===== src/hdl/lbs_pkg.sv =====
`default_nettype none
package lbs_pkg;

   localparam int JOINTS      = 64;
   localparam int INFL        = 4;
   localparam int WORDS       = 12;
   localparam int STORE_DEPTH = JOINTS * WORDS;
   localparam int JOINT_AW    = (JOINTS > 1) ? $clog2(JOINTS) : 1;
   localparam int INFL_W      = (INFL > 1) ? $clog2(INFL) : 1;

   // accumulator holds determinant and numerators (three 32x65 products)
   localparam int ACC_W = 100;
   localparam int NUM_W = ACC_W + 16;
   localparam int DS_W  = ACC_W + 33;

   localparam int COFS       = 9;
   localparam int ROWS       = 3;
   localparam int POS_TERMS  = 4;
   localparam int MAC_DRAIN  = 2;
   localparam int LANE_DRAIN = 2;
   localparam int Q16_ONE    = 65536;

   // floor(a / 12) = (a * 683) >> 13 for any 10-bit a
   localparam int RECIP12  = 683;
   localparam int RECIP_SH = 13;

   typedef enum logic [2:0] {
      OP_LOAD  = 3'd0,
      OP_START = 3'd1,
      OP_ADD   = 3'd2,
      OP_POS   = 3'd3,
      OP_DIR   = 3'd4
   } op_type;

   typedef enum logic [3:0] {
      ST_IDLE,
      ST_INF,
      ST_INF_WAIT,
      ST_POS,
      ST_COF,
      ST_DET,
      ST_NUM,
      ST_DRAIN,
      ST_CHECK,
      ST_DIV,
      ST_DIV_WAIT,
      ST_OUT
   } state_type;

   typedef enum logic [1:0] {
      DV_IDLE,
      DV_CHECK,
      DV_RUN,
      DV_ROUND
   } div_state_type;

   typedef enum logic [2:0] {
      DST_NONE,
      DST_COF,
      DST_DET,
      DST_NUM,
      DST_POS
   } dest_type;

   // cofactor k = A0*B0 - A1*B1, entries are row*4+col of the blended matrix
   localparam logic [3:0] COF_TAB [COFS][4] = '{
      '{4'd5,  4'd10, 4'd6,  4'd9},
      '{4'd6,  4'd8,  4'd4,  4'd10},
      '{4'd4,  4'd9,  4'd5,  4'd8},
      '{4'd9,  4'd2,  4'd10, 4'd1},
      '{4'd10, 4'd0,  4'd8,  4'd2},
      '{4'd8,  4'd1,  4'd9,  4'd0},
      '{4'd1,  4'd6,  4'd2,  4'd5},
      '{4'd2,  4'd4,  4'd0,  4'd6},
      '{4'd0,  4'd5,  4'd1,  4'd4}
   };

   typedef struct packed {
      logic                clear;
      logic [JOINT_AW-1:0] wr_addr;
      logic [31:0]         wr_data;
      logic                rd_en;
      logic [JOINT_AW-1:0] rd_addr;
      logic [15:0]         weight;
   } lane_ctl_type;

   typedef struct packed {
      logic               valid;
      logic signed [32:0] a;
      logic signed [32:0] b;
      logic               shift_hi;
      logic               neg;
      logic               first;
      logic               last;
      dest_type           dest;
      logic [3:0]         idx;
   } mac_op_type;

   typedef struct packed {
      logic       valid;
      dest_type   dest;
      logic [3:0] idx;
   } mac_done_type;

endpackage
`default_nettype wire


===== src/hdl/lbs_mac.sv =====
`default_nettype none
module lbs_mac (
   input  wire logic                       clock,
   input  wire logic                       reset,
   input  wire lbs_pkg::mac_op_type        op,
   output lbs_pkg::mac_done_type           done,
   output logic signed [lbs_pkg::ACC_W-1:0] acc
);

   localparam int AW = lbs_pkg::ACC_W;

   logic signed [65:0] prod_ff, prod_in;
   logic               v1_ff, hi1_ff, neg1_ff, first1_ff, last1_ff;
   lbs_pkg::dest_type  dest1_ff;
   logic [3:0]         idx1_ff;

   logic signed [AW-1:0] term, acc_ff, acc_in;
   lbs_pkg::mac_done_type done_ff, done_in;

   always_comb begin
      prod_in = 66'($signed(op.a) * $signed(op.b));
   end

   always_comb begin
      term = $signed({{(AW-66){prod_ff[65]}}, prod_ff});
      if (hi1_ff) begin
         term = term <<< 32;
      end
      if (neg1_ff) begin
         term = -term;
      end
      acc_in = acc_ff;
      if (v1_ff) begin
         acc_in = (first1_ff ? '0 : acc_ff) + term;
      end
      done_in.valid = v1_ff & last1_ff;
      done_in.dest  = dest1_ff;
      done_in.idx   = idx1_ff;
   end

   always_ff @(posedge clock) begin
      prod_ff   <= prod_in;
      hi1_ff    <= op.shift_hi;
      neg1_ff   <= op.neg;
      first1_ff <= op.first;
      last1_ff  <= op.last;
      dest1_ff  <= op.dest;
      idx1_ff   <= op.idx;
      acc_ff    <= acc_in;
   end

   always_ff @(posedge clock) begin
      if (reset) begin
         v1_ff   <= 1'b0;
         done_ff <= '0;
      end else begin
         v1_ff   <= op.valid;
         done_ff <= done_in;
      end
   end

   assign done = done_ff;
   assign acc  = acc_ff;

endmodule
`default_nettype wire


===== config.mk =====
export PLATFORM = sky130hd
export DESIGN_NAME = lbs_mac
export DESIGN_NICKNAME = d
export VERILOG_FILES = /design/src/hdl/lbs_pkg.sv /design/src/hdl/lbs_mac.sv
export SDC_FILE = /design/constraint.sdc
export NUM_CORES = 2
export LEC_CHECK = 0
export BUFFER_PORTS_ARGS = -buffer_cell sky130_fd_sc_hd__buf_2
export CAP_MARGIN = 0
export CORE_ASPECT_RATIO = 0.9
export CORE_MARGIN = 4
export CORE_UTILIZATION = 50
export CTS_CLUSTER_DIAMETER = 40
export CTS_CLUSTER_SIZE = 28
export DETAILED_ROUTE_END_ITERATION = 12
export PLACE_DENSITY = 0.72
export SLEW_MARGIN = 20
export SYNTH_ARGS = -nofsm -noshare
export SYNTH_HDL_FRONTEND = slang
export SYNTH_SLANG_ARGS = --single-unit

===== constraint.sdc =====
create_clock -name clock -period 7.87 [get_ports clock]
set_input_delay 0.3935 -clock clock [delete_from_list [all_inputs] [get_ports clock]]
set_output_delay 0.3935 -clock clock [all_outputs]
set_load 0.05 [all_outputs]

-- Yosys cells after proc, flatten, opt, wreduce, memory -nomap -nowiden
Cells that the tools add are included.
- bits in registers: 186
- latch bits: 0
- bits in writable memories: 0
- memory bits (read-only): 0
- memories: 0
- add/sub/neg operators: 2
- multiply operators: 1
- div/mod/pow operators: 0
- order comparisons: 0
- eq/ne operators: 0
- shifts and indexed selects: 0
- muxes and demuxes: 3
- bitwise operators: 1
- reduce and logical (&&, ||, !) cells: 0
- operators with widths (operator ; count):
    2-to-1 mux 100 bit ; 2
    adder 100 bit ; 1
    negation 98 -> 100 bit ; 1
    2-to-1 mux 97 bit ; 1
    multiplier 33 x 33 -> 66 bit ; 1
    AND 1 bit ; 1

-- Logic depth before layout (Yosys ltp)
- depth after elaboration: 4
- gate-level depth with buffers: 30
- depth with buffers taken out: 29

-- Least setup slack after synthesis
No wires, ideal clock.
- path type: input port to flip-flop
- start: input op[76] (netlist name)
- end: register prod_ff[63]
- setup time: 0.134 ns
- arrival: 7.612 ns
- data required time: 7.736 ns
- path slack: 0.124 ns
- cell stages on the path: 26
- path buffers: 1
- cells stage by stage: clkbuf_1 -> nand2_1 -> inv_1 -> fa_1 -> inv_1 -> fa_1 -> inv_1 -> fa_1 -> fa_1 -> fa_1 -> fa_1 -> fa_1 -> inv_1 -> fa_1 -> inv_1 -> ha_1 -> a21o_1 -> a21o_1 -> a21o_1 -> a21oi_1 -> nor2b_1 -> o21ai_0 -> nand2b_1 -> a21oi_1 -> o21ai_0 -> or4_1
- word-level cells in the longest chain between the ends: 1
- ends and longest elaborated chain (element ; line ; RTL):
    start, declared ; lbs_mac.sv:5 ; input wire lbs_pkg::mac_op_type op,
    multiplier 33 x 33 -> 66 bit ; lbs_mac.sv:21 ; prod_in = 66'($signed(op.a) * $signed(op.b));
    via prod_in[63] ; lbs_mac.sv:12 ; logic signed [65:0] prod_ff, prod_in;
    end signal, assigned ; lbs_mac.sv:42 ; prod_ff <= prod_in;
    end, declared ; lbs_mac.sv:12 ;
The timed path passes the listed nets, and every way through them passes these cells.
A chain may end at the register's enable or synchronous reset.

-- Worst setup path after layout
- start: input op[68] (netlist name)
- end: register prod_ff[60]
The elaborated chain is that of the path after synthesis.

==> impl_metrics.toml <==
[outcome]
status = "finished, final reports clean"

[yosys]
synth_area_per_cell_um2 = 8.94
yosys-top-cells-area = "fa_1 42%, inv_1 8.1%, ha_1 7.3%"
synth-seq-cells = 186
synth-seq-area-share_pct = 8.73
synthesis.area_mm2 = 0.0541
synth_edf_count = 100
synth_ff_type = "edfxtp_1"
syn_nets = 7599
synth_top_area_share_pct = 42.4
synthArstFlopShare_pct = 0
ys.warnings.count = 0
synth_cells = 6056
yosys.area.top_type = "fa_1"
synthDistinctLibCells = 85

[timing]
worst_pin_slew_ns = 1.04
timing_hold_violations_final = 0
whs_ns = 0.0173
slew_headroom_pct = 30.6
rsz0062_at_grt = "false"
maxSlewViolCount = 0
finalCritPeriodShare_pct = 96.7
fin_crit_ns = 7.61
finClkSkew_ns = 0.0189
setup_viol = 0
maxClockFrequency_mhz = 131

[critical_path]
max_stage_delay_ns = 0.63
required_ns = 8.26
path_class = "in -> reg"
startpoint_type = "input pin"
worst_path_most_repeated_cell = "fa_1"
arrival_ns = 8.00
endpoint_kind = "flop"
slowest_stage = "fa_1"
crit_fanout = 10

[clocking]
cts_sinks = 186
clock_latency_ns = 0.48
cts_buffer_depth = 2
cts_max_level = 4
cts_buffers = 17
clk_pin_slew_worst_paths_ns = 0.09
cts_root_buffer = "clkbuf_16"
cts_tree = "built"

[floorplanning]
die_x_um = 355
die_h_um = 320
initial_core_util_pct = 50.4
row_count = 114
dieArea_mm2 = 0.114
core_area_mm2 = 0.107
design.portCount = 188

[final_layout]
syn2layout_area_growth_pct = 8.96
final_common_cell = "inv_1"
final_core_util_pct = 54.9
drive_above_1_share_pct = 8.86
final_cell_mix = "1164 x inv_1, 1146 x fa_1, 705 x nand2_1"
num-nets-final = 7796

[detailed_routing]
drc = 0
drtAntennaViolNets = 0
wl_um = 155000
drtIter0Drc = 3479
vias = 42500
firstDrtPassIters = 6
wl_per_cell_um = 20.1
via_per_inst = 5.51

[run]
cap_violations = 0

[grt]
grt_pass1_wl_um = 249000
grt_usage_pct = 27.6
grt_max_degree = 92
antenna_found_initial = 2
grt_remaining_overflow = 0
grt_pass1_vias = 44400

[place]
port_buffers = 187
gp_congestion = 1.03
dpl.hpwl_um = 132000

[min_path]
hp-class = "in -> reg"
per-stage QoR:
stage	instances	setup TNS, ns	instance area (um2)	worst slack [ns]
after floorplan	6056	0	54100	0.124
after global placement	7678	-0.407	58300	-0.0887
after detailed placement	7678	-1.20	58300	-0.239
after CTS	7716	0	58900	0.264
after global routing	7717	0	59000	0.000725
final	7720	0	59000	0.261
cell families after synthesis:
kind of cell               share of synthesized area (%)
AOI/OAI and AO/OA                                   8.69
adders and majority gates                           49.7
DFF                                                 8.73
and+or+nand+nor                                     17.8
xor gates and xnor gates                            4.00
buffers and inverters                               10.4
muxes                                              0.712
cells in the mapped netlist (6+ instances only):
cell type  instances
a211o_1            6
a211oi_1          21
a21boi_0           6
a21o_1            91
a21oi_1          240
a31oi_1           26
and2_1           558
and3_1            21
and4_1             8
buf_1              6
buf_6             10
clkbuf_1         290
dfxtp_1           86
edfxtp_1         100
fa_1            1146
ha_1             317
inv_1           1164
mux2i_1           34
nand2_1          705
nand2b_1          33
nand3_1           49
nand4_1           38
nor2_1           197
nor2b_1          133
nor3_1            70
nor3b_1            7
nor4_1            21
o211ai_1          12
o21a_1            28
o21ai_0          150
o21bai_1          45
o221ai_1           7
o22ai_1            7
o31ai_1           25
o41ai_1            9
or2_2             11
or3_1             20
or4_1             16
xnor2_1          131
xor2_1           116
routing by layer:
metal  global-route usage (%)  part of all wire [%]  wire [um]  vias up
li1                         -                     -          -    19000
met1                     39.1                    43      66800    21500
met2                     43.8                    45      70400     1831
met3                     5.34                   8.4      13000      244
met4                     7.28                   2.9       4570        0
met5                        0                     0          0        -
final cells by class:
cell class	count	area [um2]
fill	9613	48400
multi-input combinational	4393	43800
sequential	186	4740
inverter	1166	4380
timing repair buffer	489	3660
tap	1450	1810
clock buffer	17	425
clock inverter	15	175
antenna	4	10.0
worst paths after layout:
kind / slack [ns] / startpoint / cells past startpoint / end
hold reg to reg: 0.42 / last1_ff / 2 / done[7]
hold / removal: 0.02 / op[8] / 1 / first1_ff
setup / recovery: 0.26 / op[68] / 26 / prod_ff[60]
setup reg to reg: 0.45 / prod_ff[41] / 23 / acc[99]
flip-flops by register name, summed over array words and instances (netlist names):
signal / cells
first1_ff: 1
v1_ff: 1
last1_ff: 1
neg1_ff: 1
acc: 100
dest1_ff: 3
prod_ff: 66
hi1_ff: 1
idx1_ff: 4
done: 8
critical path, delay by kind of cell:
| kind | cells | cell delay, ns |
|---|---|---|
| compound gates | 9 | 2.24 |
| xor+xnor | 1 | 0.15 |
| fa+ha+maj | 9 | 4.40 |
| buf+inv | 6 | 0.61 |
| simple gates | 1 | 0.17 |
timing repair:
action,CTS,global route
endpoints found under the hold margin,6,0
setup endpoints to repair,0,6
hold buffers,6,0
buffers inserted,0,0
resized for setup,0,18
Power is not shown: default switching activity piles up to over one toggle a cycle in this logic, so the estimate is an artifact.
