File: src/hdl/lbs_pkg.sv
`default_nettype none
package lbs_pkg;

   localparam int JOINTS      = 64;
   localparam int INFL        = 4;
   localparam int WORDS       = 12;
   localparam int STORE_DEPTH = JOINTS * WORDS;
   localparam int JOINT_AW    = (JOINTS > 1) ? $clog2(JOINTS) : 1;
   localparam int INFL_W      = (INFL > 1) ? $clog2(INFL) : 1;

   // accumulator holds determinant and numerators (three 32x65 products)
   localparam int ACC_W = 100;
   localparam int NUM_W = ACC_W + 16;
   localparam int DS_W  = ACC_W + 33;

   localparam int COFS       = 9;
   localparam int ROWS       = 3;
   localparam int POS_TERMS  = 4;
   localparam int MAC_DRAIN  = 2;
   localparam int LANE_DRAIN = 2;
   localparam int Q16_ONE    = 65536;

   // floor(a / 12) = (a * 683) >> 13 for any 10-bit a
   localparam int RECIP12  = 683;
   localparam int RECIP_SH = 13;

   typedef enum logic [2:0] {
      OP_LOAD  = 3'd0,
      OP_START = 3'd1,
      OP_ADD   = 3'd2,
      OP_POS   = 3'd3,
      OP_DIR   = 3'd4
   } op_type;

   typedef enum logic [3:0] {
      ST_IDLE,
      ST_INF,
      ST_INF_WAIT,
      ST_POS,
      ST_COF,
      ST_DET,
      ST_NUM,
      ST_DRAIN,
      ST_CHECK,
      ST_DIV,
      ST_DIV_WAIT,
      ST_OUT
   } state_type;

   typedef enum logic [1:0] {
      DV_IDLE,
      DV_CHECK,
      DV_RUN,
      DV_ROUND
   } div_state_type;

   typedef enum logic [2:0] {
      DST_NONE,
      DST_COF,
      DST_DET,
      DST_NUM,
      DST_POS
   } dest_type;

   // cofactor k = A0*B0 - A1*B1, entries are row*4+col of the blended matrix
   localparam logic [3:0] COF_TAB [COFS][4] = '{
      '{4'd5,  4'd10, 4'd6,  4'd9},
      '{4'd6,  4'd8,  4'd4,  4'd10},
      '{4'd4,  4'd9,  4'd5,  4'd8},
      '{4'd9,  4'd2,  4'd10, 4'd1},
      '{4'd10, 4'd0,  4'd8,  4'd2},
      '{4'd8,  4'd1,  4'd9,  4'd0},
      '{4'd1,  4'd6,  4'd2,  4'd5},
      '{4'd2,  4'd4,  4'd0,  4'd6},
      '{4'd0,  4'd5,  4'd1,  4'd4}
   };

   typedef struct packed {
      logic                clear;
      logic [JOINT_AW-1:0] wr_addr;
      logic [31:0]         wr_data;
      logic                rd_en;
      logic [JOINT_AW-1:0] rd_addr;
      logic [15:0]         weight;
   } lane_ctl_type;

   typedef struct packed {
      logic               valid;
      logic signed [32:0] a;
      logic signed [32:0] b;
      logic               shift_hi;
      logic               neg;
      logic               first;
      logic               last;
      dest_type           dest;
      logic [3:0]         idx;
   } mac_op_type;

   typedef struct packed {
      logic       valid;
      dest_type   dest;
      logic [3:0] idx;
   } mac_done_type;

endpackage
`default_nettype wire

File: src/hdl/lbs_lane.sv
`default_nettype none
module lbs_lane (
   input  wire logic                 clock,
   input  wire logic                 reset,
   input  wire lbs_pkg::lane_ctl_type ctl,
   input  wire logic                 we,
   output logic signed [31:0]        blend
);

   localparam logic signed [33:0] P_MAX = 34'sh7fffffff;
   localparam logic signed [33:0] P_MIN = ~P_MAX;

   logic [31:0]        bank_mem [lbs_pkg::JOINTS];
   logic [31:0]        rd_data_ff;
   logic [15:0]        w1_ff;
   logic               rd_v_ff;
   logic signed [48:0] prod_ff, prod_in;
   logic               pv_ff;
   logic signed [31:0] blend_ff, blend_in;

   logic signed [48:0] bias, rnd;
   logic signed [33:0] part;
   logic signed [31:0] part32;
   logic signed [32:0] sum;

   always_ff @(posedge clock) begin
      if (we) begin
         bank_mem[ctl.wr_addr] <= ctl.wr_data;
      end
      if (ctl.rd_en) begin
         rd_data_ff <= bank_mem[ctl.rd_addr];
      end
      w1_ff   <= ctl.weight;
      prod_ff <= prod_in;
   end

   always_comb begin
      prod_in = 49'($signed(rd_data_ff) * $signed({1'b0, w1_ff}));
   end

   // round to nearest, ties away from zero, clamp, then saturating add
   always_comb begin
      bias = prod_ff[48] ? 49'sd16383 : 49'sd16384;
      rnd  = prod_ff + bias;
      part = $signed(rnd[48:15]);
      if (part > P_MAX) begin
         part32 = 32'sh7fffffff;
      end else if (part < P_MIN) begin
         part32 = 32'sh80000000;
      end else begin
         part32 = part[31:0];
      end
      sum = $signed({blend_ff[31], blend_ff}) + $signed({part32[31], part32});
      blend_in = blend_ff;
      if (ctl.clear) begin
         blend_in = '0;
      end else if (pv_ff) begin
         if (sum[32] != sum[31]) begin
            blend_in = sum[32] ? 32'sh80000000 : 32'sh7fffffff;
         end else begin
            blend_in = sum[31:0];
         end
      end
   end

   always_ff @(posedge clock) begin
      if (reset) begin
         rd_v_ff  <= 1'b0;
         pv_ff    <= 1'b0;
         blend_ff <= '0;
      end else begin
         rd_v_ff  <= ctl.rd_en;
         pv_ff    <= rd_v_ff;
         blend_ff <= blend_in;
      end
   end

   assign blend = blend_ff;

endmodule
`default_nettype wire

File: config.mk
export PLATFORM = sky130hd
export DESIGN_NAME = lbs_lane
export DESIGN_NICKNAME = d
export VERILOG_FILES = /design/src/hdl/lbs_pkg.sv /design/src/hdl/lbs_lane.sv
export SDC_FILE = /design/constraint.sdc
export NUM_CORES = 2
export LEC_CHECK = 0
export CAP_MARGIN = 40
export CORE_ASPECT_RATIO = 1.2
export CORE_MARGIN = 2
export CORE_UTILIZATION = 55
export DETAILED_ROUTE_END_ITERATION = 16
export DONT_BUFFER_PORTS = 1
export GPL_TIMING_DRIVEN = 0
export PLACE_DENSITY_LB_ADDON = 0.15
export SLEW_MARGIN = 15
export SYNTH_ARGS = -nofsm -noshare
export SYNTH_HDL_FRONTEND = slang
export SYNTH_SLANG_ARGS = --single-unit
File: constraint.sdc
create_clock -name clock -period 17.7 [get_ports clock]
set_input_delay 3.54 -clock clock [delete_from_list [all_inputs] [get_ports clock]]
set_output_delay 3.54 -clock clock [all_outputs]
set_load 0.01 [all_outputs]
Word level (Yosys, flattened, before mapping)
Memory sizes are Yosys's and may differ from the RTL's. A register that Yosys moved wholly into a read port is not among the register bits.
Index checks and enable logic that the tools add are counted.
{"block": "op_classes", "add_sub_neg": 2, "mul": 1, "order_cmp": 2, "eq_ne": 1, "n_mux": 7, "reduce_logical": 1}
{"cell": "32-bit 2-to-1 mux", "count": 4}
{"cell": "49-bit by 16-bit adder with 49-bit output", "count": 1}
{"cell": "32-bit by 17-bit multiplier with 49-bit output", "count": 1}
{"cell": "34-bit by 32-bit > comparator with 1-bit output (second input constant)", "count": 1}
{"cell": "34-bit by 32-bit < comparator with 1-bit output (second input constant)", "count": 1}
{"cell": "32-bit by 32-bit adder with 33-bit output", "count": 1}
{"cell": "15-bit 2-to-1 mux", "count": 1}
{"cell": "1-bit 2-to-1 mux", "count": 2}
{"cell": "2-bit OR reduction", "count": 1}
{"cell": "1-bit inequality test", "count": 1}
{"block": "word_totals", "register_bits": 99, "mem_bits_rw": 2048, "input_bits": 65, "output_inout_bits": 32, "n_memories": 1}
{"memory": "bank_mem", "depth": 64, "width": 32, "read_ports": 1, "rd_ports_with_merged_regs": 1, "wr": 1, "line_no": "lbs_lane.sv:13", "source": "logic [31:0] bank_mem [lbs_pkg::JOINTS];"}

Logic depth before layout (Yosys ltp)
{"block": "depth", "word_depth": 8, "ltp_mapped": 25}

Least setup slack after synthesis
No wires, ideal clock.
{"block": "synth_path", "path_type": "in2reg", "from": "in ctl[58] (netlist bit)", "to": "mem bank_mem[48][0], enable pin", "t_arrival_ps": 6239, "t_required_ps": 17239, "path_slack_ps": 11000, "cell_stages": 4, "path_cell_list": "clkbuf_1 > nor2b_1 > nand4b_1 > nor3_1"}
{"element": "from (decl)", "line_no": "lbs_lane.sv:5", "source": "input wire lbs_pkg::lane_ctl_type ctl,"}
{"element": "to (decl)", "line_no": "lbs_lane.sv:13"}
No word-level cell before the write port.

Worst setup path after layout
{"block": "layout_path", "from": "reg w1_ff[8]", "to": "reg prod_ff[47]"}
{"block": "layout_between", "elab_chain_len": 1}
{"element": "from (decl)", "line_no": "lbs_lane.sv:15", "source": "logic [15:0] w1_ff;"}
{"element": "from (signal assigned)", "line_no": "lbs_lane.sv:33", "source": "w1_ff <= ctl.weight;"}
{"element": "32-bit by 17-bit multiplier with 49-bit output", "line_no": "lbs_lane.sv:38", "source": "prod_in = 49'($signed(rd_data_ff) * $signed({1'b0, w1_ff}));"}
{"element": "named net prod_in[47]", "line_no": "lbs_lane.sv:17", "source": "logic signed [48:0] prod_ff, prod_in;"}
{"element": "to (signal assigned)", "line_no": "lbs_lane.sv:34", "source": "prod_ff <= prod_in;"}
{"element": "to (decl)", "line_no": "lbs_lane.sv:17"}
The timed path passes the listed nets, and every way through them passes these cells.
A chain may end at the register's enable or synchronous reset.

==> reports/metrics.cfg <==
[run_status]
status=completed

[sta]
rsz0062_at_grt=no
fin_setup_tns_ns=0
period_share=0.459
drv_slew=0
setup_viol=0
fin_skew_ns=0.0411
period_needed_ns=8.13
tightest_slew_ns=0.944
fmax_ghz=0.123
final-hold-violation-count=0
maxSlewHeadroom=0.369
holdWs_ns=0.456

[synthesis]
syn_avg_cell_area_um2=18.1
ys.warnings.count=0
synth_edf_count=2080
syn_nets=6349
yosysSeqAreaShare=0.634
yosys.area.top_type_share=0.614
syn-cell-area_mm2=0.102
synth_common_cells=edfxtp_1, mux4_2, inv_1
yosysMostFrequentCell=edfxtp_1
netlist_instances=5631
yosys-top-cells-area=edfxtp_1, mux4_2, fa_1
synth.largest_area_cell=edfxtp_1
synth-seq-cells=2179
async_flop_share=0
ys.flop_type=edfxtp_1
yosysUniqueCellTypes=78

[route]
drt_iter0_markers=5553
drt_pass1_iterations=5
routed-wl-met2_mm=139
via_per_inst=6.23
wl_met3_mm=22.1
final_antenna_net_count=0
highest_layer=met5
drt-wirelength-per-cell_um=31.6
drc=0
wl_met1_mm=97.2
num_vias=53930
wirelength_mm=274

[clocking]
cts_tree=done
insertion_delay_ns=0.87
cts_setup_buffers=0
cts_sinks=2179
postCtsHoldBufs=0
numCtsBuffers=203
clk_pin_slew_ns=0.06
cts_resized=0
clockBufferDepth=3
root_buffer=clkbuf_16
htreeDepth=4

[global_routing]
antenna_found_initial=21
track_usage=0.296
grt_pass1_wl_mm=394
overflow=0
first_global_vias=56224
grt_max_degree=65

[cells_and_area]
fin_cells=8657
synthToLayoutAreaGrowth_pct=13.6
drive_gt1_frac=0.206
final_area_mm2=0.116
final_core_util=0.630
final_nets=6756
nFillCells=12703

[placed_design]
port_buffers=0
dpl_cell_area_mm2=0.109
place_inst=8256
hpwl_mm=193
place_congestion=0.935

[critical_path]
crit_end=prod_ff[47]
path_common_cell=fa_1
cp_data_arrival_time_ns=8.89
r2r_cells=23
crit_start=w1_ff[8]
cpPeakStageDelay_ns=0.71
cp_max_fo=10
worst_setup_path_end_kind=flip-flop
worstPathRequired_ns=18.46
timing.rr.end=prod_ff[47]
cp-start-kind=flip-flop
reg2reg_slack_ns=9.57
critPathKind=flip-flop to flip-flop
crit_path_cell_trace=clkbuf_1, nand2_1, fa_1, inv_1, fa_1, inv_1, fa_1, inv_1, fa_1, inv_1, fa_1, inv_1, fa_1, ha_1, clkbuf_1, nand3_1, or4b_1, a21oi_1, o21a_1, a221o_1, a21oi_2, o41a_1, o22ai_1
r2r_start=w1_ff[8]
critPathSlowestCell=clkbuf_1

[floorplanning]
die_x_um=397
start_util=0.555
die_area_mm2=0.188
core_mm2=0.183
rows=172
num_io_pins=97
fp.dieH_um=475

[power]
peakVddDrop_v=0.000415
p_per_area_mw_per_mm2=178
p_leak_nw=40.0

[hold_path]
hold_start=rd_v_ff
holdCritPathClass=flip-flop to flip-flop

[run]
maxCapViolCount=0

-- kinds of logic (layout without fill, tap and decap cells) --
logic type / count (synthesis) / in the layout / share of synthesized area
fa+ha+maj: 653 / 653 / 0.117
flops: 2179 / 2179 / 0.634
simple gates: 854 / 854 / 0.0402
mux: 684 / 684 / 0.149
compound gates: 353 / 353 / 0.0215
other cells: 0 / 13 / 0
buf+inv: 805 / 1382 / 0.0302
xor+xnor: 103 / 103 / 0.00887
-- where the power goes --
group	internal, mW	total [mW]	switching (mW)
Sequential	5.91	6.00	0.0854
Clock	2.33	4.28	1.94
Combinational	4.36	10.3	5.91
-- worst min-delay path by stage --
stage | to | slack (ns) | cells past startpoint
after global routing | pv_ff | 0.46 | 1
after detailed placement | pv_ff | 0.44 | 1
after CTS | pv_ff | 0.46 | 1
after floorplan | pv_ff | 0.41 | 1
final | pv_ff | 0.46 | 1
after global placement | pv_ff | 0.43 | 1
-- worst max-delay path: cells and delay by family (launching register included) --
kind,cells,cell delay (ns)
DFF,1,0.66
and+or+nand+nor,3,1.04
buffers and inverters,7,1.35
AOI/OAI and AO/OA,6,1.69
adders and majority gates,7,3.28
-- layout by cell type (no fill, tap or decap), types with 48 or more instances in the layout --
master / count
a21o_1: 49
a21oi_1: 105
and2_1: 213
buf_1: 48
buf_16: 76
buf_6: 64
clkbuf_1: 225
clkbuf_16: 204
dfxtp_1: 99
edfxtp_1: 2080
fa_1: 490
ha_1: 163
inv_1: 540
mux4_2: 662
nand2_1: 396
nor2_4: 62
o21ai_0: 79
xnor2_1: 68
-- stage by stage --
stage,power (mW),setup WS [ns]
after floorplan,13.9,11.00
after detailed placement,16.3,9.64
final,20.5,9.57
after global routing,22.0,9.34
after global placement,16.2,7.60
after CTS,20.6,9.60
-- routing by layer --
layer / track usage / vias up
li1: - / 22094
met1: 0.371 / 28559
met2: 0.501 / 2653
met3: 0.0536 / 606
met4: 0.146 / 18
met5: 0 / -
-- flip-flops by register name, summed over array words and instances (netlist names) --
| signal | cells |
|---|---|
| bank_mem | 2048 |
| blend | 32 |
| prod_ff | 49 |
| pv_ff | 1 |
| rd_data_ff | 32 |
| rd_v_ff | 1 |
| w1_ff | 16 |
-- area by class of cell --
type / count / area, um2 / share of cell area
Buffer: 265 / 1060 / 0.00914
Antenna cell: 13 / 32.5 / 0.000282
Timing Repair Buffer: 202 / 3860 / 0.0334
Multi-Input combinational cell: 2647 / 34600 / 0.300
Tap cell: 2436 / 3050 / 0.0264
Inverter: 540 / 2030 / 0.0175
Clock inverter: 135 / 1210 / 0.0104
Clock buffer: 240 / 5240 / 0.0453
Sequential cell: 2179 / 64400 / 0.558
Power figures use the tool's default switching activity.
