**config.mk**
```make
export PLATFORM = sky130hd
export DESIGN_NAME = lbs_div
export DESIGN_NICKNAME = d
export VERILOG_FILES = /design/src/hdl/lbs_pkg.sv /design/src/hdl/lbs_div.sv
export SDC_FILE = /design/constraint.sdc
export NUM_CORES = 2
export LEC_CHECK = 0
export BUFFER_PORTS_ARGS = -buffer_cell sky130_fd_sc_hd__buf_2
export CAP_MARGIN = 30
export CORE_ASPECT_RATIO = 1.25
export CORE_MARGIN = 5
export CORE_UTILIZATION = 45
export CTS_CLUSTER_DIAMETER = 100
export DETAILED_ROUTE_END_ITERATION = 6
export HOLD_SLACK_MARGIN = 0.03
export MAX_ROUTING_LAYER = met4
export PLACE_DENSITY = 0.58
export SYNTH_ARGS = -nofsm -noshare
export SYNTH_HDL_FRONTEND = slang
export SYNTH_SLANG_ARGS = --single-unit
```
**constraint.sdc**
```tcl
create_clock -name clock -period 11.7 [get_ports clock]
set_clock_uncertainty 0.1 [all_clocks]
set_input_delay 1.755 -clock clock [delete_from_list [all_inputs] [get_ports clock]]
set_output_delay 1.755 -clock clock [all_outputs]
set_load 0.005 [all_outputs]
```
**src/hdl/lbs_pkg.sv**
```systemverilog
`default_nettype none
package lbs_pkg;

   localparam int JOINTS      = 64;
   localparam int INFL        = 4;
   localparam int WORDS       = 12;
   localparam int STORE_DEPTH = JOINTS * WORDS;
   localparam int JOINT_AW    = (JOINTS > 1) ? $clog2(JOINTS) : 1;
   localparam int INFL_W      = (INFL > 1) ? $clog2(INFL) : 1;

   // accumulator holds determinant and numerators (three 32x65 products)
   localparam int ACC_W = 100;
   localparam int NUM_W = ACC_W + 16;
   localparam int DS_W  = ACC_W + 33;

   localparam int COFS       = 9;
   localparam int ROWS       = 3;
   localparam int POS_TERMS  = 4;
   localparam int MAC_DRAIN  = 2;
   localparam int LANE_DRAIN = 2;
   localparam int Q16_ONE    = 65536;

   // floor(a / 12) = (a * 683) >> 13 for any 10-bit a
   localparam int RECIP12  = 683;
   localparam int RECIP_SH = 13;

   typedef enum logic [2:0] {
      OP_LOAD  = 3'd0,
      OP_START = 3'd1,
      OP_ADD   = 3'd2,
      OP_POS   = 3'd3,
      OP_DIR   = 3'd4
   } op_type;

   typedef enum logic [3:0] {
      ST_IDLE,
      ST_INF,
      ST_INF_WAIT,
      ST_POS,
      ST_COF,
      ST_DET,
      ST_NUM,
      ST_DRAIN,
      ST_CHECK,
      ST_DIV,
      ST_DIV_WAIT,
      ST_OUT
   } state_type;

   typedef enum logic [1:0] {
      DV_IDLE,
      DV_CHECK,
      DV_RUN,
      DV_ROUND
   } div_state_type;

   typedef enum logic [2:0] {
      DST_NONE,
      DST_COF,
      DST_DET,
      DST_NUM,
      DST_POS
   } dest_type;

   // cofactor k = A0*B0 - A1*B1, entries are row*4+col of the blended matrix
   localparam logic [3:0] COF_TAB [COFS][4] = '{
      '{4'd5,  4'd10, 4'd6,  4'd9},
      '{4'd6,  4'd8,  4'd4,  4'd10},
      '{4'd4,  4'd9,  4'd5,  4'd8},
      '{4'd9,  4'd2,  4'd10, 4'd1},
      '{4'd10, 4'd0,  4'd8,  4'd2},
      '{4'd8,  4'd1,  4'd9,  4'd0},
      '{4'd1,  4'd6,  4'd2,  4'd5},
      '{4'd2,  4'd4,  4'd0,  4'd6},
      '{4'd0,  4'd5,  4'd1,  4'd4}
   };

   typedef struct packed {
      logic                clear;
      logic [JOINT_AW-1:0] wr_addr;
      logic [31:0]         wr_data;
      logic                rd_en;
      logic [JOINT_AW-1:0] rd_addr;
      logic [15:0]         weight;
   } lane_ctl_type;

   typedef struct packed {
      logic               valid;
      logic signed [32:0] a;
      logic signed [32:0] b;
      logic               shift_hi;
      logic               neg;
      logic               first;
      logic               last;
      dest_type           dest;
      logic [3:0]         idx;
   } mac_op_type;

   typedef struct packed {
      logic       valid;
      dest_type   dest;
      logic [3:0] idx;
   } mac_done_type;

endpackage
`default_nettype wire

```
**src/hdl/lbs_div.sv**
```systemverilog
`default_nettype none
module lbs_div (
   input  wire logic                              clock,
   input  wire logic                              reset,
   input  wire logic                              start,
   input  wire logic signed [lbs_pkg::NUM_W-1:0]  num,
   input  wire logic signed [lbs_pkg::ACC_W-1:0]  den,
   output logic                                   done,
   output logic signed [31:0]                     quo
);

   localparam int NW = lbs_pkg::NUM_W;
   localparam int AW = lbs_pkg::ACC_W;
   localparam int DW = lbs_pkg::DS_W;

   lbs_pkg::div_state_type state_ff, state_in;

   logic [NW-1:0] n_ff, n_in;
   logic [AW-1:0] d_ff, d_in;
   logic [DW-1:0] ds_ff, ds_in;
   logic [33:0]   q_ff, q_in;
   logic [5:0]    step_ff, step_in;
   logic          neg_ff, neg_in;
   logic          done_ff, done_in;
   logic signed [31:0] quo_ff, quo_in;

   logic          ge, ovf, up;
   logic [33:0]   qr, qs, limit;

   always_comb begin
      ovf = {{(DW-NW){1'b0}}, n_ff} >= {d_ff, 33'b0};
      ge  = {{(DW-NW){1'b0}}, n_ff} >= ds_ff;
      up  = {n_ff, 1'b0} >= {{(NW+1-AW){1'b0}}, d_ff};
   end

   always_comb begin
      state_in = state_ff;
      unique case (state_ff)
         lbs_pkg::DV_IDLE:  if (start) state_in = lbs_pkg::DV_CHECK;
         lbs_pkg::DV_CHECK: state_in = ovf ? lbs_pkg::DV_ROUND : lbs_pkg::DV_RUN;
         lbs_pkg::DV_RUN:   if (step_ff == '0) state_in = lbs_pkg::DV_ROUND;
         lbs_pkg::DV_ROUND: state_in = lbs_pkg::DV_IDLE;
         default:           state_in = lbs_pkg::DV_IDLE;
      endcase
   end

   always_comb begin
      n_in    = n_ff;
      d_in    = d_ff;
      ds_in   = ds_ff;
      q_in    = q_ff;
      step_in = step_ff;
      neg_in  = neg_ff;
      done_in = 1'b0;
      quo_in  = quo_ff;
      limit   = neg_ff ? 34'h080000000 : 34'h07fffffff;
      qr      = q_ff + {33'b0, up};
      qs      = (qr > limit) ? limit : qr;
      unique case (state_ff)
         lbs_pkg::DV_IDLE: begin
            if (start) begin
               n_in   = num[NW-1] ? NW'(-num) : NW'(num);
               d_in   = den[AW-1] ? AW'(-den) : AW'(den);
               neg_in = num[NW-1] ^ den[AW-1];
            end
         end
         lbs_pkg::DV_CHECK: begin
            q_in    = '0;
            ds_in   = {1'b0, d_ff, 32'b0};
            step_in = 6'd32;
            if (ovf) begin
               q_in = '1;
               n_in = '0;
            end
         end
         lbs_pkg::DV_RUN: begin
            if (ge) begin
               n_in = n_ff - ds_ff[NW-1:0];
            end
            q_in    = {q_ff[32:0], ge};
            ds_in   = ds_ff >> 1;
            step_in = step_ff - 6'd1;
         end
         lbs_pkg::DV_ROUND: begin
            done_in = 1'b1;
            quo_in  = neg_ff ? $signed(-qs[31:0]) : $signed(qs[31:0]);
         end
         default: ;
      endcase
   end

   always_ff @(posedge clock) begin
      n_ff    <= n_in;
      d_ff    <= d_in;
      ds_ff   <= ds_in;
      q_ff    <= q_in;
      step_ff <= step_in;
      neg_ff  <= neg_in;
      quo_ff  <= quo_in;
   end

   always_ff @(posedge clock) begin
      if (reset) begin
         state_ff <= lbs_pkg::DV_IDLE;
         done_ff  <= 1'b0;
      end else begin
         state_ff <= state_in;
         done_ff  <= done_in;
      end
   end

   assign done = done_ff;
   assign quo  = quo_ff;

endmodule
`default_nettype wire

```
### Word-level counts from Yosys, hierarchy flattened

Index checks and enable logic that the tools add are counted.

| cells by class | value |
|---|---|
| $add $sub $neg | 6 |
| order comparisons | 4 |
| equality and inequality tests | 7 |
| muxes and demuxes | 18 |
| bitwise gates (word level) | 1 |
| reduce and logical (&&, ||, !) cells | 7 |

Operator list:

| kind | count |
|---|---|
| $mux 116 | 4 |
| $pmux 116 s3 | 1 |
| $ge 116x133->1 | 2 |
| $pmux 133 s2 | 1 |
| $ge 117x100->1 | 1 |
| $neg 116->116 | 1 |
| $sub 116x116->116 | 1 |
| $neg 100->100 | 1 |
| $mux 99 | 1 |
| $mux 32 | 3 |
| $pmux 34 s2 | 1 |
| $add 34x1->34 | 1 |
| $gt 34x32->1 | 1 |
| $mux 34 | 1 |
| $neg 32->32 | 1 |
| $pmux 6 s2 | 1 |
| $ne 2x2->1 const B | 4 |
| $pmux 2 s4 | 1 |
| $logic_not 6->1 | 1 |
| $sub 6x1->6 const B | 1 |
| $eq 2x2->1 const B | 2 |
| $mux 2 | 2 |
| $reduce_and 2->1 | 2 |
| $reduce_and 4->1 | 1 |
| other kinds (6) | 7 |

| storage, ports and cells | value |
|---|---|
| bits in registers | 425 |
| output and inout port bits | 33 |

### Logic depth before layout (Yosys ltp)

| logic depth | value |
|---|---|
| depth after elaboration | 6 |
| mapped depth | 40 |
| depth with buffers taken out | 40 |

### Worst setup path before layout

Ideal clock, no wire load.

| path | value |
|---|---|
| path type | reg-to-reg |
| start | register n_ff[17] |
| end | register n_ff[0], enable pin |
| data arrival time | 8.539 ns |
| slack | 2.430 ns |
| stages on the path, launching flop included | 14 |
| period minus slack after synthesis | 9.270 ns |
| path through | edfxtp_1 > ha_1 > clkbuf_1 > nand2_1 > or3_1 > or3_1 > a21o_1 > a21oi_1 > a221oi_1 > a21oi_1 > o21ai_0 > a211o_1 > a21o_1 > a21oi_1 |

| between the ends | value |
|---|---|
| cells in the longest elaborated chain, start to end | 3 |

Ends and longest elaborated chain:

| what | line | source |
|---|---|---|
| start, declared | lbs_div.sv:18 | `logic [NW-1:0] n_ff, n_in;` |
| start signal, assigned | lbs_div.sv:93 | `n_ff <= n_in;` |
| $ge 116x133->1 (on tied branches) | lbs_div.sv:31, lbs_div.sv:32 |  |
| $ne 2x2->1 (no source line) | - |  |
| $reduce_and 4->1 (no source line) * | - |  |

Every way passes the cells marked *; elsewhere a longest branch is shown, timed or not.
A chain may end at the register's enable or synchronous reset.

### Worst setup path in the final report

| path | value |
|---|---|
| start | register n_ff[81] |
| end | register quo_ff[24] (netlist: quo[24]) (data pin) |

| between the ends | value |
|---|---|
| cells in the longest elaborated chain, start to end | 6 |

Ends and longest elaborated chain:

| what | line | source |
|---|---|---|
| $ge 117x100->1 * | lbs_div.sv:33 | `up = {n_ff, 1'b0} >= {{(NW+1-AW){1'b0}}, d_ff};` |
| $add 34x1->34 * | lbs_div.sv:57 | `qr = q_ff + {33'b0, up};` |
| $gt 34x32->1 | lbs_div.sv:58 | `qs = (qr > limit) ? limit : qr;` |
| $mux 32 * | lbs_div.sv:58 |  |
| $neg 32->32 | lbs_div.sv:86 | `quo_in = neg_ff ? $signed(-qs[31:0]) : $signed(qs[31:0]);` |
| $mux 32 * | lbs_div.sv:86 |  |
| end signal, assigned | lbs_div.sv:99 | `quo_ff <= quo_in;` |
| end, declared | lbs_div.sv:25 | `logic signed [31:0] quo_ff, quo_in;` |

Marks and branches as above.

==> impl_metrics.env <==
export IMPL_outcome="completed"
export IMPL_yosys_most_used_dff="edfxtp_1"
export IMPL_drc_errors=0
export IMPL_path_max_fanout=23
export IMPL_hpwl_microns=109000
export IMPL_synth_seq_area_share=0.363
export IMPL_cts_sink_count=424
export IMPL_ant_nets=0
export IMPL_cp_arrival_ps=10500
export IMPL_combPwrFrac=0.601
export IMPL_wl_per_cell_microns=26.3
export IMPL_pwr_share_clk=0.120
export IMPL_power_leakage_uw=0.0158
export IMPL_syn_area_sq_um=35000
export IMPL_placed_area_sq_um=37200
export IMPL_ctsRootBufferMaster="clkbuf_16"
export IMPL_grt_pass1_wl_microns=195000
export IMPL_reg2regPathDepth=37
export IMPL_drt_iter0_markers=2593
export IMPL_grt_max_degree=138
export IMPL_ys_seq_elements=424
export IMPL_ys_top_cells_by_count="nand2_1, edfxtp_1, ha_1"
export IMPL_ys_async_sr_fraction=0
export IMPL_synthCells=3883
export IMPL_clockBufferDepth=3
export IMPL_synth_nets=4446
export IMPL_grtUsageTotal=0.320
export IMPL_postLayoutCoreUtil=0.503
export IMPL_postCtsSetupRepairBufs=0
export IMPL_port_buffers=251
export IMPL_fin_tns_setup_ps=0
export IMPL_cts_resized=0
export IMPL_finalPower_uw=13000
export IMPL_post_route_period_util=0.877
export IMPL_cap_violations=0
export IMPL_clock_latency_ps=660
export IMPL_wirelength_microns=135000
export IMPL_report_final_hold_viol_count=0
export IMPL_rsz0062_at_grt="false"
export IMPL_synth_cell_types=95
export IMPL_p_sw_frac=0.507
export IMPL_synth_enable_flop_cells=421
export IMPL_power_per_cell_area_nw_per_um2=336
export IMPL_io_pins=252
export IMPL_area_delta_synth_final_pct=11.1
export IMPL_vias=31069
export IMPL_peakVddDrop_uv=210
export IMPL_yosysWarnings=0
export IMPL_dieArea_sq_um=83400
export IMPL_dp_cells=5056
export IMPL_fp_dieW_microns=259
export IMPL_fin_area_sq_um=38800
export IMPL_path_clk_slew_ps=60
export IMPL_start_util=0.453
export IMPL_required_ps=11940
export IMPL_finalSetupViolCount=0
export IMPL_synth_top_cells_by_area="edfxtp_1, ha_1, xnor2_1"
export IMPL_cts_made_buffers=50
export IMPL_finalNonFillerCells=5152
export IMPL_netSwitchingPower_uw=6610
export IMPL_synth_top_area_frac=0.362
export IMPL_synth_area_leader_cell="edfxtp_1"
export IMPL_nets=4627
export IMPL_grt_pass1_vias=30002
export IMPL_period_minus_slack_ps=10260
export IMPL_critPathKind="flip-flop to flip-flop"
export IMPL_grt_overflow=0
export IMPL_end_kind="flip-flop"
export IMPL_power_frac_seq=0.278
export IMPL_yosysMostFrequentCell="nand2_1"
export IMPL_cpMostUsedCell="ha_1"
export IMPL_gp_congestion=1.03
export IMPL_grt_antenna_before_repair=5
export IMPL_slew_viol_final=0
export IMPL_slowest_stage="or4_1"
export IMPL_critPathLaunchType="flip-flop"
export IMPL_htree_levels=2
export IMPL_avgSynthCellArea_sq_um=9.00
export IMPL_core_sq_um=77200
export IMPL_worst_slew_pin_slew_ps=1070
export IMPL_worstHoldPathType="flip-flop to flip-flop"
export IMPL_hold_path_depth=1
export IMPL_cts_tree="done"
export IMPL_relSlewSlack=0.282
export IMPL_cts_hold_buffers=0
export IMPL_fp_row_count=114
export IMPL_viasPerCell=6.03
export IMPL_drive_gt1_frac=0.0978
export IMPL_fmax_mhz=97.5
export IMPL_die_height_microns=322
export IMPL_p_int_uw=6420
export IMPL_slowest_delay_ps=580
export IMPL_drt_first_pass_iters=6
## final timing paths
check | endpoint | slack (ps) | from
setup reg to reg | quo[24] | 1440 | n_ff[81]
hold reg to reg | ds_ff[11] | 450 | ds_ff[12]
setup / recovery | quo[24] | 1440 | n_ff[81]
hold / removal | ds_ff[11] | 450 | ds_ff[12]
## layout make-up
cell class,count,area (sq um)
antenna,6,15.0
clock buffer,66,1350
clock inverter,24,254
fill,7486,38300
inverter,297,1110
multi-input combinational,3017,20600
sequential,424,12700
tap,1044,1310
timing repair buffer,274,1440
## critical path, delay by kind of cell (launching register included)
kind | cells | cell delay [ps]
adders and majority gates | 5 | 1310
and+or+nand+nor | 22 | 5600
AOI/OAI and AO/OA | 7 | 1510
xor gates and xnor gates | 1 | 380
muxes | 1 | 370
DFF | 1 | 430
buffers and inverters | 1 | 250
## per-layer routing
layer / GRT usage / routed length, microns / up-vias
met5: - / 0 / -
met4: 0.220 / 12300 / 0
met3: 0.0335 / 6170 / 370
met2: 0.555 / 67000 / 1063
met1: 0.344 / 49900 / 14878
li1: - / - / 14758
## sequential cells by signal, indices dropped and copies added (netlist names)
| name | cells |
|---|---|
| d_ff | 100 |
| done | 1 |
| ds_ff | 132 |
| n_ff | 116 |
| neg_ff | 1 |
| q_ff | 34 |
| quo | 32 |
| state_ff | 2 |
| step_ff | 6 |
## power by group through the flow
stage	combinational (uW)	sequential [uW]	clock, uW
after floorplan	5480	3250	0
after global placement	7690	3630	0
after detailed placement	7670	3630	0
after CTS	7720	3610	1600
after global routing	8540	3640	1660
final	7840	3630	1570
## layout by cell type, fill, tap and decap left out, types with 9 or more instances in the layout
cell         n
a211oi_1    21
a21boi_0    13
a21o_1     139
a21oi_1    228
a221oi_1    11
a311oi_1     9
a31oi_1     16
and2_1      45
and3_1      25
buf_2      251
buf_4       22
clkbuf_1    13
clkbuf_16   51
clkinv_1    11
edfxtp_1   421
ha_1       341
inv_1      296
mux2i_1     13
nand2_1    433
nand2b_1    30
nand3_1     79
nand4_1    104
nor2_1     167
nor2b_1     33
nor3_1      75
nor4_1      62
o211ai_1    15
o21a_1      27
o21ai_0    290
o21bai_1    31
o22ai_1    105
o31ai_1     78
o41ai_1     35
or2_2       24
or3_1       50
or4_1       35
xnor2_1    197
xor2_1     152
## cell families (layout without fill, tap and decap cells)
| family | after synthesis | count (layout) | share of synthesized area |
|---|---|---|---|
| buffers and inverters | 442 | 661 | 0.0477 |
| XOR/XNOR | 349 | 349 | 0.0874 |
| adder cells (fa/ha/maj) | 344 | 344 | 0.123 |
| multiplexers | 15 | 15 | 0.00437 |
| AND/OR/NAND/NOR | 1223 | 1223 | 0.177 |
| other | 0 | 6 | 0 |
| flip-flops | 424 | 424 | 0.363 |
| AO/OA/AOI/OAI | 1086 | 1086 | 0.197 |
## metrics by stage
step	setup slack (ps)	hold slack, ps
after global placement	1880	429
after global routing	794	464
after CTS	1580	449
after floorplan	2430	422
after detailed placement	1650	435
final	1440	446
No activity file was read; power rests on OpenSTA's default activity.
